**src/rtl/core/ils_ram.sv**
```systemverilog
// generic single-port-write, single-port-read ram with registered read
`timescale 1ns / 1ps

module ils_ram #(
	parameter int WIDTH = 16,
	parameter int DEPTH = 256
) (
	input  logic                     clk,
	input  logic                     we,
	input  logic [$clog2(DEPTH)-1:0] waddr,
	input  logic [WIDTH-1:0]         wdata,
	input  logic                     re,
	input  logic [$clog2(DEPTH)-1:0] raddr,
	output logic [WIDTH-1:0]         rdata
);

	logic [WIDTH-1:0] mem [DEPTH];

	// write port
	always_ff @(posedge clk) begin
		if (we) begin
			mem[waddr] <= wdata;
		end
	end

	// registered read, holds between reads
	always_ff @(posedge clk) begin
		if (re) begin
			rdata <= mem[raddr];
		end
	end

endmodule

```
**config.mk**
```make
export PLATFORM = sky130hd
export DESIGN_NAME = ils_ram
export DESIGN_NICKNAME = d
export VERILOG_FILES = /design/src/rtl/core/ils_ram.sv
export SDC_FILE = /design/constraint.sdc
export NUM_CORES = 2
export LEC_CHECK = 0
export BUFFER_PORTS_ARGS = -buffer_cell sky130_fd_sc_hd__buf_4
export CAP_MARGIN = 20
export CORE_UTILIZATION = 65
export DETAILED_ROUTE_END_ITERATION = 8
export PLACE_DENSITY_LB_ADDON = 0.15
export RECOVER_POWER = 25
export SYNTH_ARGS = -nofsm -noshare
export SYNTH_HDL_FRONTEND = slang
export SYNTH_SLANG_ARGS = --single-unit
export TNS_END_PERCENT = 100
```
**constraint.sdc**
```tcl
create_clock -name clk -period 6.73 [get_ports clk]
set_input_delay 0 -clock clk [delete_from_list [all_inputs] [get_ports clk]]
set_output_delay 0 -clock clk [all_outputs]
set_load 0.1 [all_outputs]
```
==> impl_metrics.py <==
metrics = {
    "status": {
        "run_status": "complete, but fails checks",
        "violations": "max-capacitance violations, max-slew violations",
    },
    "yosys": {
        "postSynthNetCount": 7395,
        "synth-warning-count": 0,
        "synth_edf_count": 4112,
        "synth_top_area_share_pct": 77.72,
        "synth_seq_area_share_pct": 77.72,
        "synth.top_cells.by_area": "edfxtp_1 (78%), mux4_2 (11%), mux2i_1 (3.6%)",
        "ys.flop_type": "edfxtp_1",
        "mappedNetlistArea_um2": 158900,
        "synthDistinctLibCells": 51,
        "post_synth_most_frequent_cells": "edfxtp_1 (4,112), mux4_2 (797), mux2i_1 (565)",
        "synth_most_common_cell": "edfxtp_1",
        "synth-seq-cells": 4112,
        "synthArstFlopShare_pct": 0,
        "synth.avg_cell_area_um2": 21.59,
        "yosysTopAreaCell": "edfxtp_1",
        "number_of_cells_produced_by_synthesis": 7360,
    },
    "drt": {
        "remaining_drc_errors": 0,
        "drtPass1Iterations": 6,
        "antenna_left": 0,
        "vias_post_dr": 80403,
        "routed_wirelength_um": 406400,
        "detail_route.wl_per_cell_um": 35.92,
        "viasPerCell": 7.107,
        "drt-initial-drc-count": 12003,
    },
    "timing": {
        "tns_ns": 0,
        "transition_time_at_the_pin_with_the_least_slew_margin_ns": 5.371,
        "finClkSkew_ns": 0.03549,
        "report.final.slew_viol_count": 509,
        "final_min_period_over_clock_period_pct": 72.09,
        "fin_crit_ns": 4.852,
        "rsz0062_at_grt": "false",
        "fmax_mhz": 206.1,
        "maxSlewHeadroom_pct": -258.1,
        "setup_viol": 0,
        "hold_viol": 0,
    },
    "power_and_ir_drop": {
        "leakagePower_uw": 0.05636,
        "power.density_nw_per_um2": 295.8,
        "power.ir.vdd_worst_mv": 0.2308,
        "switching_portion_of_total_power_pct": 21.02,
        "share_of_total_power_in_sequential_cells_pct": 54.0,
        "fin_total_pwr_uw": 52390,
        "power.switching_uw": 11020,
        "combinationalPowerShare_pct": 5.0,
        "p_int_uw": 41380,
        "clkPwrFrac_pct": 41.0,
    },
    "global_routing": {
        "grt_start_max_net_pins": 183,
        "global_route.usage.total_pct": 33.46,
        "first_global_vias": 78147,
        "wire_length_of_the_first_global_routing_pass_um": 574100,
        "global_route.overflow_total": 0,
        "antenna_violations_before_repair": 30,
    },
    "clock_network": {
        "cts_inserted_buffers": 404,
        "number_of_gates_resized_after_cts": 0,
        "clk_latency_ns": 0.99,
        "cts_tree": "built",
        "clockBufferDepth": 4,
        "path_clk_slew_ns": 0.06,
        "post_cts_buffers": 0,
        "clock_tree.htree_level_count": 5,
        "postCtsHoldBufs": 37,
        "root_buffer": "clkbuf_16",
        "cts.sinks": 4112,
    },
    "floorplanning": {
        "fp-row-count": 181,
        "fp.coreArea_um2": 243000,
        "i_o_pin_count": 51,
        "die_width_um": 496.4,
        "die_area_um2": 246400,
        "chipHeight_um": 496.4,
        "initial_core_utilization_pct": 65.38,
    },
    "setup_path": {
        "timing.critical_path.from_type": "input port",
        "crit_path_max_fanout": 100,
        "cp.required_ns": 7.45,
        "worstPathArrival_ns": 5.57,
        "setup.worst_path.class": "input port to register",
        "critical_path_endpoint_category": "register",
    },
    "layout": {
        "layout-area-overhead-vs-synth_pct": 11.48,
        "post_route_cells_drive_above_1_share_pct": 23.91,
        "final_util_pct": 72.88,
        "num-fill-cells": 13482,
        "finish.net_count": 7832,
    },
    "min_path": {
        "holdCritPathClass": "input port to register",
    },
    "placed_design": {
        "gp_congestion": 0.8651,
        "hpwl_um": 230900,
        "place.port_buffers": 50,
    },
    "run": {
        "drv.max_cap_violation_count": 6,
    },
}
## layout make-up
class	instances	area, um^2	area share, %
Multi-Input combinational cell	2792	32890	18.57
Timing Repair Buffer	483	4289	2.422
Inverter	4	27.53	0.01554
Antenna cell	9	22.52	0.01272
Sequential cell	4112	123500	69.72
Clock buffer	479	10500	5.927
Tap cell	3202	4006	2.262
Clock inverter	232	1896	1.070
## metal layers
metal / GRT usage [%] / vias up / wire, um
li1: - / 32140 / -
met1: 47.46 / 42100 / 147400
met2: 51.66 / 5336 / 193900
met3: 7.896 / 801 / 48670
met4: 12.49 / 26 / 16330
met5: 0 / - / 163
## worst max-delay path, stage by stage
cell and delay [ns]:
dlygate4sd3_1 0.52, clkbuf_1 3.57, clkbuf_1 0.76, buf_16 0.40
## final timing paths
kind	start	end	slack, ns	cells past startpoint
worst max-delay path	wdata[11]	mem[150][11]$_DFFE_PP_	1.88	4
worst min-delay path	wdata[7]	mem[28][7]$_DFFE_PP_	0.10	2
worst max register to register	mem[18][8]$_DFFE_PP_	rdata[8]$_DFFE_PP_	3.41	5
worst min register to register	mem[71][14]$_DFFE_PP_	rdata[14]$_DFFE_PP_	1.26	5
## power by group through the flow
stage	logic [uW]	clock network (uW)	registers [uW]
2_1_floorplan	1390	0	28900
3_3_place_gp	2530	0	28800
3_5_place_dp	2590	0	28800
4_1_cts	2620	21600	28300
5_1_grt	2740	22500	28300
6_report	2640	21500	28300
## logic make-up (layout without fill, tap and decap cells)
group / after synthesis / after routing / synth area share [%]
buffers and inverters: 456 / 1198 / 1.692
AOI/OAI and AO/OA: 786 / 786 / 3.534
and+or+nand+nor: 556 / 556 / 1.573
DFF: 4112 / 4112 / 77.72
muxes: 1450 / 1450 / 15.48
other: 0 / 9 / 0
## metrics by stage
stage / area [um^2] / cells / hold WS, ns / setup WS (ns)
after floorplan: 158900 / 7360 / 0.09887 / 4.481
after global placement: 164100 / 10532 / 0.4427 / 2.356
after detailed placement: 164300 / 10549 / 0.4544 / 2.511
after CTS: 177000 / 11297 / 0.04365 / 3.531
after global routing: 177100 / 11307 / 0.1336 / 1.804
final: 177100 / 11313 / 0.1013 / 1.878
## flip-flops by register name, summed over array words and instances, names as in the netlist
name / flops
mem: 4096
rdata: 16
## layout by cell type (no fill, tap or decap), types with 5 or more instances in the layout
| cell | instances |
|---|---|
| diode_2 | 9 |
| buf_8 | 23 |
| nor4_1 | 17 |
| a22o_1 | 32 |
| a211oi_1 | 18 |
| clkbuf_16 | 409 |
| o31ai_1 | 16 |
| o21ai_0 | 37 |
| a221oi_1 | 28 |
| edfxtp_1 | 4112 |
| nor3_1 | 87 |
| bufinv_16 | 31 |
| clkinv_2 | 85 |
| dlygate4sd3_1 | 36 |
| mux2i_1 | 565 |
| clkinv_1 | 93 |
| buf_4 | 380 |
| buf_12 | 27 |
| mux2_2 | 88 |
| o22ai_1 | 148 |
| a2111oi_0 | 6 |
| o221ai_1 | 252 |
| a22oi_1 | 43 |
| nand3_1 | 29 |
| nand2_1 | 38 |
| a21oi_1 | 175 |
| mux4_2 | 797 |
| clkbuf_1 | 78 |
| a31oi_1 | 6 |
| nor2_2 | 37 |
| nor2_1 | 267 |
| and3_1 | 11 |
| inv_6 | 13 |
| nand3_2 | 6 |
| o32ai_1 | 19 |
| clkinvlp_4 | 9 |
| nor3_2 | 5 |
| nor2b_1 | 8 |
| nand4_1 | 26 |
(Power assumes the default switching activity.)
